`config.mk`:
```
export PLATFORM = sky130hd
export DESIGN_NAME = sha256_message_digest
export DESIGN_NICKNAME = d
export VERILOG_FILES = /design/src/rtl/sha_pkg.sv /design/src/rtl/sha256_message_digest.sv /design/src/rtl/sha_datapath.sv /design/src/rtl/sha_ctrl.sv
export SDC_FILE = /design/constraint.sdc
export NUM_CORES = 2
export LEC_CHECK = 0
export ABC_AREA = 1
export BUFFER_PORTS_ARGS = -buffer_cell sky130_fd_sc_hd__buf_2
export CAP_MARGIN = 20
export CORE_MARGIN = 1.5
export CORE_UTILIZATION = 47
export DETAILED_ROUTE_END_ITERATION = 12
export PLACE_DENSITY = 0.62
export SLEW_MARGIN = 10
export SYNTH_ARGS = -nofsm -noshare
export SYNTH_HDL_FRONTEND = slang
export SYNTH_HIERARCHICAL = 1
export SYNTH_SLANG_ARGS = --single-unit
```
`constraint.sdc`:
```
create_clock -name clk_i -period 10.1 [get_ports clk_i]
set_input_delay 2.02 -clock clk_i [delete_from_list [all_inputs] [get_ports clk_i]]
set_output_delay 2.02 -clock clk_i [all_outputs]
set_load 0.05 [all_outputs]
```
`src/rtl/sha_pkg.sv`:
```
// package: types, constants and functions shared by the sha-256 digest block
`timescale 1ns / 1ps
`default_nettype none
package sha_pkg;

  localparam int unsigned WordW = 32;
  localparam int unsigned VbW = 6;
  localparam int unsigned BlockWords = 16;
  localparam int unsigned LenSlotWord = 448 / 32;
  localparam int unsigned Rounds = 64;
  localparam int unsigned DigestWords = 8;

  typedef struct packed {
    logic [31:0] msg_word;
    logic [5:0]  valid_bits;
    logic        last_word;
  } in_item_t;

  typedef struct packed {
    logic [31:0] digest_word;
    logic [2:0]  digest_index;
    logic        digest_last;
  } out_item_t;

  // word source selects for the datapath
  typedef enum logic [2:0] {
    SRC_MSG   = 3'b000,
    SRC_PAD   = 3'b001,
    SRC_ZERO  = 3'b010,
    SRC_LENHI = 3'b011,
    SRC_LENLO = 3'b100
  } src_e;

  // commands from controller to datapath
  typedef struct packed {
    logic       push;      // write a word into the block buffer
    src_e       src;
    logic       add_len;   // add item length to the bit count
    logic       init_vars; // load working vars from chain hash
    logic       round;     // run one compression round
    logic [5:0] round_idx;
    logic       feed_fwd;  // add working vars into chain hash
    logic       clear;     // restore initial hash and length
  } ctl_t;

  // status from datapath to controller
  typedef struct packed {
    logic [3:0] words;     // words held in current block
  } sts_t;

  function automatic logic [31:0] rotr(input logic [31:0] x, input int unsigned n);
    rotr = (x >> n) | (x << (32 - n));
  endfunction

  function automatic logic [31:0] init_hash(input logic [2:0] i);
    case (i)
      3'd0: init_hash = 32'h6a09e667;
      3'd1: init_hash = 32'hbb67ae85;
      3'd2: init_hash = 32'h3c6ef372;
      3'd3: init_hash = 32'ha54ff53a;
      3'd4: init_hash = 32'h510e527f;
      3'd5: init_hash = 32'h9b05688c;
      3'd6: init_hash = 32'h1f83d9ab;
      default: init_hash = 32'h5be0cd19;
    endcase
  endfunction

  localparam logic [31:0] K [Rounds] = '{
    32'h428a2f98, 32'h71374491, 32'hb5c0fbcf, 32'he9b5dba5, 32'h3956c25b, 32'h59f111f1,
    32'h923f82a4, 32'hab1c5ed5, 32'hd807aa98, 32'h12835b01, 32'h243185be, 32'h550c7dc3,
    32'h72be5d74, 32'h80deb1fe, 32'h9bdc06a7, 32'hc19bf174, 32'he49b69c1, 32'hefbe4786,
    32'h0fc19dc6, 32'h240ca1cc, 32'h2de92c6f, 32'h4a7484aa, 32'h5cb0a9dc, 32'h76f988da,
    32'h983e5152, 32'ha831c66d, 32'hb00327c8, 32'hbf597fc7, 32'hc6e00bf3, 32'hd5a79147,
    32'h06ca6351, 32'h14292967, 32'h27b70a85, 32'h2e1b2138, 32'h4d2c6dfc, 32'h53380d13,
    32'h650a7354, 32'h766a0abb, 32'h81c2c92e, 32'h92722c85, 32'ha2bfe8a1, 32'ha81a664b,
    32'hc24b8b70, 32'hc76c51a3, 32'hd192e819, 32'hd6990624, 32'hf40e3585, 32'h106aa070,
    32'h19a4c116, 32'h1e376c08, 32'h2748774c, 32'h34b0bcb5, 32'h391c0cb3, 32'h4ed8aa4a,
    32'h5b9cca4f, 32'h682e6ff3, 32'h748f82ee, 32'h78a5636f, 32'h84c87814, 32'h8cc70208,
    32'h90befffa, 32'ha4506ceb, 32'hbef9a3f7, 32'hc67178f2
  };

endpackage
`default_nettype wire

```
`src/rtl/sha256_message_digest.sv`:
```
// sha-256 digest of a word-streamed message, eight digest words out
// a message word is taken only while idle; the sixteenth word of a block starts 64 rounds
// plus one feed-forward step, and no word is taken until they are done
// the last word costs padding pushes (up to 18) and one or two blocks, then
// eight digest transactions; reset (async, active low) restores the initial hash
`timescale 1ns / 1ps
`default_nettype none
module sha256_message_digest (
  input  wire logic              clk_i,
  input  wire logic              rst_ni,
  input  wire logic              in_valid_i,
  output logic                   in_ready_o,
  input  wire sha_pkg::in_item_t in_data_i,
  output logic                   out_valid_o,
  input  wire logic              out_ready_i,
  output sha_pkg::out_item_t     out_data_o
);

  sha_pkg::ctl_t ctl;
  sha_pkg::sts_t sts;
  logic [2:0]    rd_idx;
  logic [31:0]   hash;

  sha_ctrl u_ctrl (
    .clk_i, .rst_ni, .in_valid_i, .in_ready_o, .in_item_i(in_data_i),
    .out_valid_o, .out_ready_i, .ctl_o(ctl), .sts_i(sts), .rd_idx_o(rd_idx)
  );

  sha_datapath u_dp (
    .clk_i, .rst_ni, .ctl_i(ctl), .item_i(in_data_i), .rd_idx_i(rd_idx),
    .sts_o(sts), .hash_o(hash)
  );

  // digest transaction fields
  assign out_data_o.digest_word = hash;
  assign out_data_o.digest_index = rd_idx;
  assign out_data_o.digest_last = (rd_idx == 3'd7);

endmodule
`default_nettype wire

```
`src/rtl/sha_datapath.sv`:
```
// datapath: block buffer, schedule window, working vars, chain hash, length
`timescale 1ns / 1ps
`default_nettype none
module sha_datapath (
  input  wire logic             clk_i,
  input  wire logic             rst_ni,
  input  wire sha_pkg::ctl_t    ctl_i,
  input  wire sha_pkg::in_item_t item_i,
  input  wire logic [2:0]       rd_idx_i,
  output sha_pkg::sts_t         sts_o,
  output logic [31:0]           hash_o
);

  logic [31:0] w_q [16];
  logic [31:0] v_q [8];
  logic [31:0] h_q [8];
  logic [63:0] len_q, len_d;
  logic [3:0]  cnt_q;
  logic [5:0]  vb;
  logic [31:0] keep, msg_w, push_w;
  logic [31:0] wt, wnew, s1, s0, chv, mjv, t1, t2;
  logic [3:0]  ti;

  // saturate valid bit count on the last word
  always_comb begin
    vb = item_i.last_word ? ((item_i.valid_bits > 6'd32) ? 6'd32 : item_i.valid_bits)
                          : 6'd32;
    keep = (vb == 6'd0) ? 32'd0 : (32'hffffffff << (6'd32 - vb));
    msg_w = (vb == 6'd32) ? item_i.msg_word
                          : ((item_i.msg_word & keep) | (32'h80000000 >> vb));
    len_d = len_q + {58'd0, vb};
  end

  // select the word to push
  always_comb begin
    case (ctl_i.src)
      sha_pkg::SRC_MSG:   push_w = msg_w;
      sha_pkg::SRC_PAD:   push_w = 32'h80000000;
      sha_pkg::SRC_LENHI: push_w = len_q[63:32];
      sha_pkg::SRC_LENLO: push_w = len_q[31:0];
      default:            push_w = 32'd0;
    endcase
  end

  // one round: schedule expansion and compression
  always_comb begin
    ti = ctl_i.round_idx[3:0];
    wnew = (sha_pkg::rotr(w_q[ti - 4'd2], 17) ^ sha_pkg::rotr(w_q[ti - 4'd2], 19)
            ^ (w_q[ti - 4'd2] >> 10)) + w_q[ti - 4'd7]
           + (sha_pkg::rotr(w_q[ti - 4'd15], 7) ^ sha_pkg::rotr(w_q[ti - 4'd15], 18)
              ^ (w_q[ti - 4'd15] >> 3)) + w_q[ti];
    wt = (ctl_i.round_idx >= 6'd16) ? wnew : w_q[ti];
    s1 = sha_pkg::rotr(v_q[4], 6) ^ sha_pkg::rotr(v_q[4], 11) ^ sha_pkg::rotr(v_q[4], 25);
    s0 = sha_pkg::rotr(v_q[0], 2) ^ sha_pkg::rotr(v_q[0], 13) ^ sha_pkg::rotr(v_q[0], 22);
    chv = (v_q[4] & v_q[5]) ^ (~v_q[4] & v_q[6]);
    mjv = (v_q[0] & v_q[1]) ^ (v_q[0] & v_q[2]) ^ (v_q[1] & v_q[2]);
    t1 = v_q[7] + s1 + chv + sha_pkg::K[ctl_i.round_idx] + wt;
    t2 = s0 + mjv;
  end

  // schedule window and block buffer
  always_ff @(posedge clk_i) begin
    if (ctl_i.push) w_q[cnt_q] <= push_w;
    else if (ctl_i.round) w_q[ti] <= wt;
  end

  // working variables
  always_ff @(posedge clk_i) begin
    if (ctl_i.init_vars) begin
      for (int i = 0; i < 8; i++) v_q[i] <= h_q[i];
    end else if (ctl_i.round) begin
      v_q[7] <= v_q[6];
      v_q[6] <= v_q[5];
      v_q[5] <= v_q[4];
      v_q[4] <= v_q[3] + t1;
      v_q[3] <= v_q[2];
      v_q[2] <= v_q[1];
      v_q[1] <= v_q[0];
      v_q[0] <= t1 + t2;
    end
  end

  // chain hash, length and word count
  always_ff @(posedge clk_i or negedge rst_ni) begin
    if (!rst_ni) begin
      for (int i = 0; i < 8; i++) h_q[i] <= sha_pkg::init_hash(3'(i));
      len_q <= '0;
      cnt_q <= '0;
    end else if (ctl_i.clear) begin
      for (int i = 0; i < 8; i++) h_q[i] <= sha_pkg::init_hash(3'(i));
      len_q <= '0;
      cnt_q <= '0;
    end else begin
      if (ctl_i.feed_fwd) begin
        for (int i = 0; i < 8; i++) h_q[i] <= h_q[i] + v_q[i];
      end
      if (ctl_i.add_len) len_q <= len_d;
      if (ctl_i.push) cnt_q <= cnt_q + 4'd1;
    end
  end

  assign sts_o.words = cnt_q;
  assign hash_o = h_q[rd_idx_i];

endmodule
`default_nettype wire

```
`src/rtl/sha_ctrl.sv`:
```
// controller: handshakes, padding sequence, round counting, digest output
`timescale 1ns / 1ps
`default_nettype none
module sha_ctrl (
  input  wire logic             clk_i,
  input  wire logic             rst_ni,
  input  wire logic             in_valid_i,
  output logic                  in_ready_o,
  input  wire sha_pkg::in_item_t in_item_i,
  output logic                  out_valid_o,
  input  wire logic             out_ready_i,
  output sha_pkg::ctl_t         ctl_o,
  input  wire sha_pkg::sts_t    sts_i,
  output logic [2:0]            rd_idx_o
);

  typedef enum logic [6:0] {
    ST_IDLE  = 7'b0000001,
    ST_PAD   = 7'b0000010,
    ST_FILL  = 7'b0000100,
    ST_LEN   = 7'b0001000,
    ST_ROUND = 7'b0010000,
    ST_FEED  = 7'b0100000,
    ST_OUT   = 7'b1000000
  } state_e;

  state_e     state_q, state_d;
  logic [5:0] rnd_q, rnd_d;
  logic       fin_q, fin_d;   // final block of a message
  logic       pad_q, pad_d;   // pad word still owed
  logic       lo_q, lo_d;     // low length word next
  logic [2:0] idx_q, idx_d;
  logic       acc, full;

  assign acc = in_valid_i && in_ready_o;
  assign in_ready_o = (state_q == ST_IDLE);
  assign out_valid_o = (state_q == ST_OUT);
  assign rd_idx_o = idx_q;

  // next state and commands
  always_comb begin
    state_d = state_q;
    rnd_d = rnd_q;
    fin_d = fin_q;
    pad_d = pad_q;
    lo_d = lo_q;
    idx_d = idx_q;
    ctl_o = '0;
    ctl_o.src = sha_pkg::SRC_ZERO;
    ctl_o.round_idx = rnd_q;
    full = (sts_i.words == 4'd15);
    case (state_q)
      ST_IDLE: begin
        if (acc) begin
          ctl_o.push = 1'b1;
          ctl_o.src = sha_pkg::SRC_MSG;
          ctl_o.add_len = 1'b1;
          fin_d = in_item_i.last_word;
          pad_d = in_item_i.last_word && (in_item_i.valid_bits >= 6'd32);
          lo_d = 1'b0;
          if (full) begin
            ctl_o.init_vars = 1'b1;
            rnd_d = '0;
            state_d = ST_ROUND;
          end else if (in_item_i.last_word) begin
            state_d = pad_d ? ST_PAD : ST_FILL;
          end
        end
      end
      ST_PAD, ST_FILL, ST_LEN: begin
        ctl_o.push = 1'b1;
        if (pad_q) begin
          ctl_o.src = sha_pkg::SRC_PAD;
          pad_d = 1'b0;
        end else if (sts_i.words == 4'(sha_pkg::LenSlotWord) && !lo_q) begin
          ctl_o.src = sha_pkg::SRC_LENHI;
          lo_d = 1'b1;
        end else if (lo_q) begin
          ctl_o.src = sha_pkg::SRC_LENLO;
        end
        if (full) begin
          ctl_o.init_vars = 1'b1;
          rnd_d = '0;
          state_d = ST_ROUND;
        end else begin
          state_d = ST_FILL;
        end
      end
      ST_ROUND: begin
        ctl_o.round = 1'b1;
        rnd_d = rnd_q + 6'd1;
        if (rnd_q == 6'(sha_pkg::Rounds - 1)) state_d = ST_FEED;
      end
      ST_FEED: begin
        ctl_o.feed_fwd = 1'b1;
        idx_d = '0;
        // final block ends only after the low length word went in
        if (fin_q && lo_q) state_d = ST_OUT;
        else if (fin_q) state_d = ST_FILL;
        else state_d = ST_IDLE;
      end
      ST_OUT: begin
        if (out_ready_i) begin
          idx_d = idx_q + 3'd1;
          if (idx_q == 3'd7) begin
            ctl_o.clear = 1'b1;
            fin_d = 1'b0;
            lo_d = 1'b0;
            state_d = ST_IDLE;
          end
        end
      end
      default: state_d = ST_IDLE;
    endcase
  end

  // control registers
  always_ff @(posedge clk_i or negedge rst_ni) begin
    if (!rst_ni) begin
      state_q <= ST_IDLE;
      rnd_q <= '0;
      fin_q <= 1'b0;
      pad_q <= 1'b0;
      lo_q <= 1'b0;
      idx_q <= '0;
    end else begin
      state_q <= state_d;
      rnd_q <= rnd_d;
      fin_q <= fin_d;
      pad_q <= pad_d;
      lo_q <= lo_d;
      idx_q <= idx_d;
    end
  end

endmodule
`default_nettype wire
```
Word-level counts from Yosys, hierarchy flattened
Memory sizes are Yosys's and may differ from the RTL's.
Index checks and enable logic that the tools add are counted.
{"block": "totals", "reg_bits": 343, "mem_bits_rw": 768, "rom_bits": 2048, "inputBits": 43, "out_inout_bits": 38, "wordCells": 212, "n_memories": 3}
{"block": "op_classes", "addsub": 26, "order_cmp": 5, "n_eq_ne": 22, "shift": 2, "n_mux": 76, "bitwise": 39, "reduce_logical": 23}
{"memory": "(no name shown)", "words": 64, "width": 32, "rd": 1, "rd_ports_with_merged_regs": 0, "wr": 0, "line": "sha_datapath.sv:57", "rtl": "t1 = v_q[7] + s1 + chv + sha_pkg::K[ctl_i.round_idx] + wt;"}
{"memory": "u_dp.w_q", "words": 16, "width": 32, "rd": 4, "rd_ports_with_merged_regs": 0, "wr": 1, "line": "sha_datapath.sv:14", "rtl": "logic [31:0] w_q [16];"}
{"memory": "u_dp.v_q", "words": 8, "width": 32, "rd": 8, "rd_ports_with_merged_regs": 0, "wr": 8, "line": "sha_datapath.sv:15", "rtl": "logic [31:0] v_q [8];"}
{"operator": "$add 32x32->32", "count": 18}
{"operator": "$mux 256", "count": 2}
{"operator": "$mux 32", "count": 16}
{"operator": "$xor 32x32->32", "count": 9}
{"operator": "$and 32x32->32", "count": 6}
{"operator": "$mux 64", "count": 2}
{"operator": "$pmux 32 s4", "count": 1}
{"operator": "$bmux 32 s3", "count": 1}
{"operator": "$add 64x6->64", "count": 1}
{"operator": "$mux 7", "count": 7}
{"operator": "$pmux 7 s5", "count": 1}
{"operator": "$not 32->32", "count": 1}
{"operator": "$or 10x32->32", "count": 1}
{"operator": "$or 13x32->32", "count": 1}
{"operator": "$or 14x32->32", "count": 1}
{"operator": "$or 15x32->32", "count": 1}
{"operator": "$or 19x32->32", "count": 1}
{"operator": "$or 21x32->32", "count": 1}
{"operator": "$or 25x32->32", "count": 1}
{"operator": "$or 26x32->32", "count": 1}
{"operator": "$or 30x32->32", "count": 1}
{"operator": "$or 32x32->32", "count": 1}
{"operator": "$or 7x32->32", "count": 1}
{"operator": "$reduce_or 32->1", "count": 1}
{"operator": "55 further kinds", "count": 116}

Depth between registers and ports, before layout
An unclocked memory read counts as a cell.
{"block": "depth", "depth_word": 12, "ltp_mapped": 65, "mapped_depth_nobuf": 57}

By module
Netlist, hierarchy kept.
{"mod": "sha_datapath", "n_inst": 1, "cells_per_inst": 10795, "area_per_inst_um2": 85151.7}
{"mod": "sha_ctrl", "n_inst": 1, "cells_per_inst": 162, "area_per_inst_um2": 1141.1}
{"mod": "sha256_message_digest", "n_inst": 1, "cells_per_inst": 3, "area_per_inst_um2": 13.8}

Worst setup path after synthesis
Ideal clock, no wire load.
{"block": "synth_path", "kind": "register to register", "startpoint": "reg u_ctrl.rnd_q[1]", "endpoint": "mem u_dp.v_q[0][31] (data pin)", "arrival_time_ns": 10.910, "required_time_ns": 9.847, "slack_ns": -1.063, "stages_incl_launch_ff": 56, "n_path_buf": 7, "synth_period_minus_slack_ns": 11.163, "cell_sequence": "dfrtp_1 -> inv_1 -> buf_4 -> buf_2 -> buf_1 -> clkbuf_1 -> ha_1 -> inv_1 -> ha_1 -> clkbuf_1 -> inv_1 -> clkbuf_1 -> clkbuf_1 -> nor2_1 -> a31oi_2 -> xnor2_1 -> fa_1 -> inv_1 -> [... 20 more ...] -> nand2_1 -> nor4_1 -> nand3_1 -> nand3_1 -> nand3_1 -> nand2_1 -> a31oi_1 -> xor2_1 -> fa_1 -> ha_1 -> nand2_1 -> nor4_1 -> nand4_1 -> nand4_1 -> xor2_1 -> nand3_1 -> nand3_1 -> nand2_1"}
{"item": "start, declared", "line": "sha_ctrl.sv:28", "rtl": "logic [5:0] rnd_q, rnd_d;"}
{"item": "start signal, assigned", "line": "sha_ctrl.sv:128", "rtl": "rnd_q <= rnd_d;"}
{"item": "end, declared", "line": "sha_datapath.sv:15"}

==> results.yml <==
worst_setup_path:
  cp-start-kind: "flip-flop"
  path_max_fanout: 23
  slowest_stage: "fa_1"
  ff2ff_setup_slack_ns: -0.66
  worstPathArrival_ns: 11.31
  reg2reg_depth: 55
  max_stage_delay_ns: 0.60
  cp_common_cell: "nand2_1"
  critPathKind: "flip-flop to flip-flop"
  reg2reg_to: "u_dp/v_q[0][31]$_DFFE_PP_"
  r2r_start: "u_ctrl/rnd_q[0]$_DFFE_PN0P_"
  cp-end-kind: "flip-flop"
  required_ns: 10.65
timing:
  min_period_ns: 10.76
  setup_viol: 28
  final_max_slew_viol_count: 0
  max_freq_mhz: 92.9
  layout_setup_ws_ns: -0.659
  rsz0062_at_grt: "yes"
  period_share_pct: 107
  slew_headroom_pct: 13.7
  worst_slew_pin_slew_ns: 1.29
  clock_skew_ns: 0.0459
  setup_tns_ns: -9.59
  hold_viol_final: 0
global_route:
  grt_max_degree: 118
  grt_pass1_vias: 83300
  track_usage_pct: 40.4
  grt_pass1_wl_mm: 553
  overflow: 0
  antenna_found_initial: 11
clock_network:
  ctsHoldBuffers: 0
  cts.sinks: 1110
  clockRootBuffer: "clkbuf_16"
  clk-insertion-delay-late_ns: 0.82
  cts_max_level: 4
  cts_buffers: 138
  cts_tree: "yes"
  clk_path_buf_depth: 3
  path_clk_slew_ns: 0.06
min_path:
  hold_path_depth: 1
  min_from: "u_dp/len_q[63]$_DFFE_PN0P_"
  hold_path_class: "flip-flop to flip-flop"
  hold_end: "u_dp/len_q[63]$_DFFE_PN0P_"
place:
  portBuffers: 80
  dp_hpwl_mm: 288
  routabilityCongestion: 1.07
  placed_area_sq_um: 97100
  place_ws_ns: -1.10
route:
  dr.pass1.iters: 7
  vias: 86100
  post_drt_wl_per_cell_microns: 26.9
  drt_iter0_markers: 8937
  drt-total-wl_mm: 386
  drc: 0
  viasPerCell: 6.00
  antenna_left: 0
run_status:
  status: "finished, violations left"
  violations: "setup timing"
flow_run:
  drv_cap: 0
final_layout:
  nets: 12500
  final_layout_size_suffix_gt1_share_pct: 17.5
  syn_to_final_growth_pct: 20.4
  fin_util_pct: 56.9
  stdcell_area_sq_um: 104000
synthesis:
  synth-async-reset-ratio_pct: 30.8
  syn_inst: 11000
  synth_edf_count: 768
  synth-seq-cells: 1110
  netlist_area_sq_um: 86300
  seq_area_frac_synth_pct: 36.8
  synthFlopType: "edfxtp_1"
  yosysUniqueCellTypes: 87
  syn_nets: 11600
  yosysWarnings: 6
  syn_avg_cell_area_sq_um: 7.87
floorplan:
  initial_core_util_pct: 47.2
  fp.dieW_microns: 432
  dieHeight_microns: 432
  coreArea_sq_um: 183000
  die_area_sq_um: 186000
  fp-row-count: 157
  ios: 81
[flip-flops by register name (all words and copies together) (netlist names)]
name and count:
u_ctrl/fin_q 1, u_ctrl/lo_q 1, u_ctrl/pad_q 1, u_ctrl/rd_idx_o 3
u_ctrl/rnd_q 6, u_ctrl/state_q 6, u_dp/h_q 256, u_dp/len_q 64
u_dp/sts_o 4, u_dp/v_q 256, u_dp/w_q 512
[layout by cell type (no fill, tap or decap), types with 33 or more instances in the layout]
master / netlist / routed
a21o_1: 37 / 37
a21oi_1: 870 / 804
a21oi_2: 1 / 60
a31oi_1: 89 / 81
buf_12: 0 / 59
buf_2: 88 / 79
buf_4: 36 / 1121
clkbuf_1: 338 / 34
clkbuf_16: 0 / 152
dfrtp_1: 205 / 198
dfstp_2: 137 / 137
edfxtp_1: 768 / 768
fa_1: 197 / 192
ha_1: 427 / 384
ha_4: 0 / 37
inv_1: 1321 / 1310
mux2i_1: 72 / 71
nand2_1: 2253 / 2225
nand2_2: 7 / 33
nand3_1: 437 / 431
nand4_1: 73 / 73
nor2_1: 722 / 687
nor3_1: 113 / 104
nor4_1: 36 / 34
o211ai_1: 120 / 120
o21a_1: 39 / 39
o21ai_0: 1185 / 1123
o21ai_1: 215 / 234
o21ai_2: 14 / 50
o21bai_1: 37 / 33
o22ai_1: 239 / 237
or2_2: 37 / 35
xnor2_1: 185 / 164
xor2_1: 278 / 257
[cell usage after synthesis (33+ instances only)]
cell type | instances | area [sq um]
a31oi_1 | 89 | 557
nor2_1 | 722 | 2710
buf_4 | 36 | 270
dfstp_2 | 137 | 3600
o211ai_1 | 120 | 901
nand4_1 | 73 | 457
a21oi_1 | 870 | 4350
dfrtp_1 | 205 | 5130
xor2_1 | 278 | 2430
nor3_1 | 113 | 566
a21o_1 | 37 | 278
fa_1 | 197 | 3940
o221ai_1 | 33 | 289
nor4_1 | 36 | 225
mux2i_1 | 72 | 721
o21a_1 | 39 | 293
o21bai_1 | 37 | 278
o22ai_1 | 239 | 1500
o21ai_1 | 215 | 1080
o21ai_0 | 1185 | 5930
clkbuf_1 | 338 | 1270
buf_2 | 88 | 440
xnor2_1 | 185 | 1620
ha_1 | 427 | 5340
nand2_1 | 2253 | 8460
buf_1 | 46 | 173
edfxtp_1 | 768 | 23100
or2_2 | 37 | 231
inv_1 | 1321 | 4960
nand3_1 | 437 | 2190
[critical path, delay by kind of cell (launching register included)]
kind	cells	cell delay, ns
flops	1	0.46
fa+ha+maj	9	3.95
buf+inv	13	1.80
xor+xnor	4	0.78
simple gates	22	2.60
compound gates	7	0.87
[layout make-up]
type	instances	area (sq um)
fillers	16900	78800
multi-input cells	7969	49000
flip-flops and latches	1110	31800
repair buffers	1282	10400
inverters	1349	5100
clock buffers	188	3890
well taps	2385	2980
clock inverters	64	651
diodes	3	7.51
[how the worst max path moves through the flow]
| stage | start | end | slack, ns | depth (start not counted) |
|---|---|---|---|---|
| 6_report | u_ctrl/rnd_q[0]$_DFFE_PN0P_ | u_dp/v_q[0][31]$_DFFE_PP_ | -0.66 | 55 |
| 5_1_grt | u_ctrl/rnd_q[0]$_DFFE_PN0P_ | u_dp/v_q[0][31]$_DFFE_PP_ | -1.07 | 51 |
| 4_1_cts | u_ctrl/rnd_q[1]$_DFFE_PN0P_ | u_dp/v_q[0][31]$_DFFE_PP_ | -0.73 | 55 |
| 3_5_place_dp | u_ctrl/rnd_q[0]$_DFFE_PN0P_ | u_dp/v_q[0][26]$_DFFE_PP_ | -1.10 | 51 |
| 3_3_place_gp | u_ctrl/rnd_q[0]$_DFFE_PN0P_ | u_dp/v_q[0][26]$_DFFE_PP_ | -1.03 | 51 |
| 2_1_floorplan | u_ctrl/rnd_q[0]$_DFFE_PN0P_ | u_dp/v_q[0][31]$_DFFE_PP_ | -0.02 | 56 |
[per-stage QoR]
stage          instances  hold slack [ns]
2_1_floorplan      11000            0.428
3_3_place_gp       14000            0.445
3_5_place_dp       14000            0.457
4_1_cts            14300            0.465
5_1_grt            14300            0.479
6_report           14400            0.472
[kinds of logic after synthesis]
| logic type | count (synthesis) | synth area share (%) |
|---|---|---|
| XOR/XNOR | 464 | 4.72 |
| adder cells (fa/ha/maj) | 641 | 11.0 |
| flip-flops | 1110 | 36.8 |
| multiplexers | 84 | 1.12 |
| AO/OA/AOI/OAI | 3050 | 20.0 |
| AND/OR/NAND/NOR | 3730 | 17.7 |
| buffers and inverters | 1881 | 8.67 |
[metal layers]
| layer | global-route usage, % | part of all wire (%) | vias to the layer above |
|---|---|---|---|
| met2 | 66.0 | 46 | 4493 |
| met1 | 47.0 | 36 | 41200 |
| met4 | 31.6 | 9.4 | 10 |
| met5 | 0 | 0.016 | - |
| li1 | - | - | 39100 |
| met3 | 7.21 | 8.3 | 1312 |
[timing repair]
item,4_1_cts,5_1_grt
gates resized for setup,102,255
endpoints found under the setup margin,41,45
buffers inserted,13,28
gates cloned,0,6
pin swaps,17,81
Power is not shown: default switching activity piles up to over one toggle a cycle in this logic, so the estimate is an artifact.
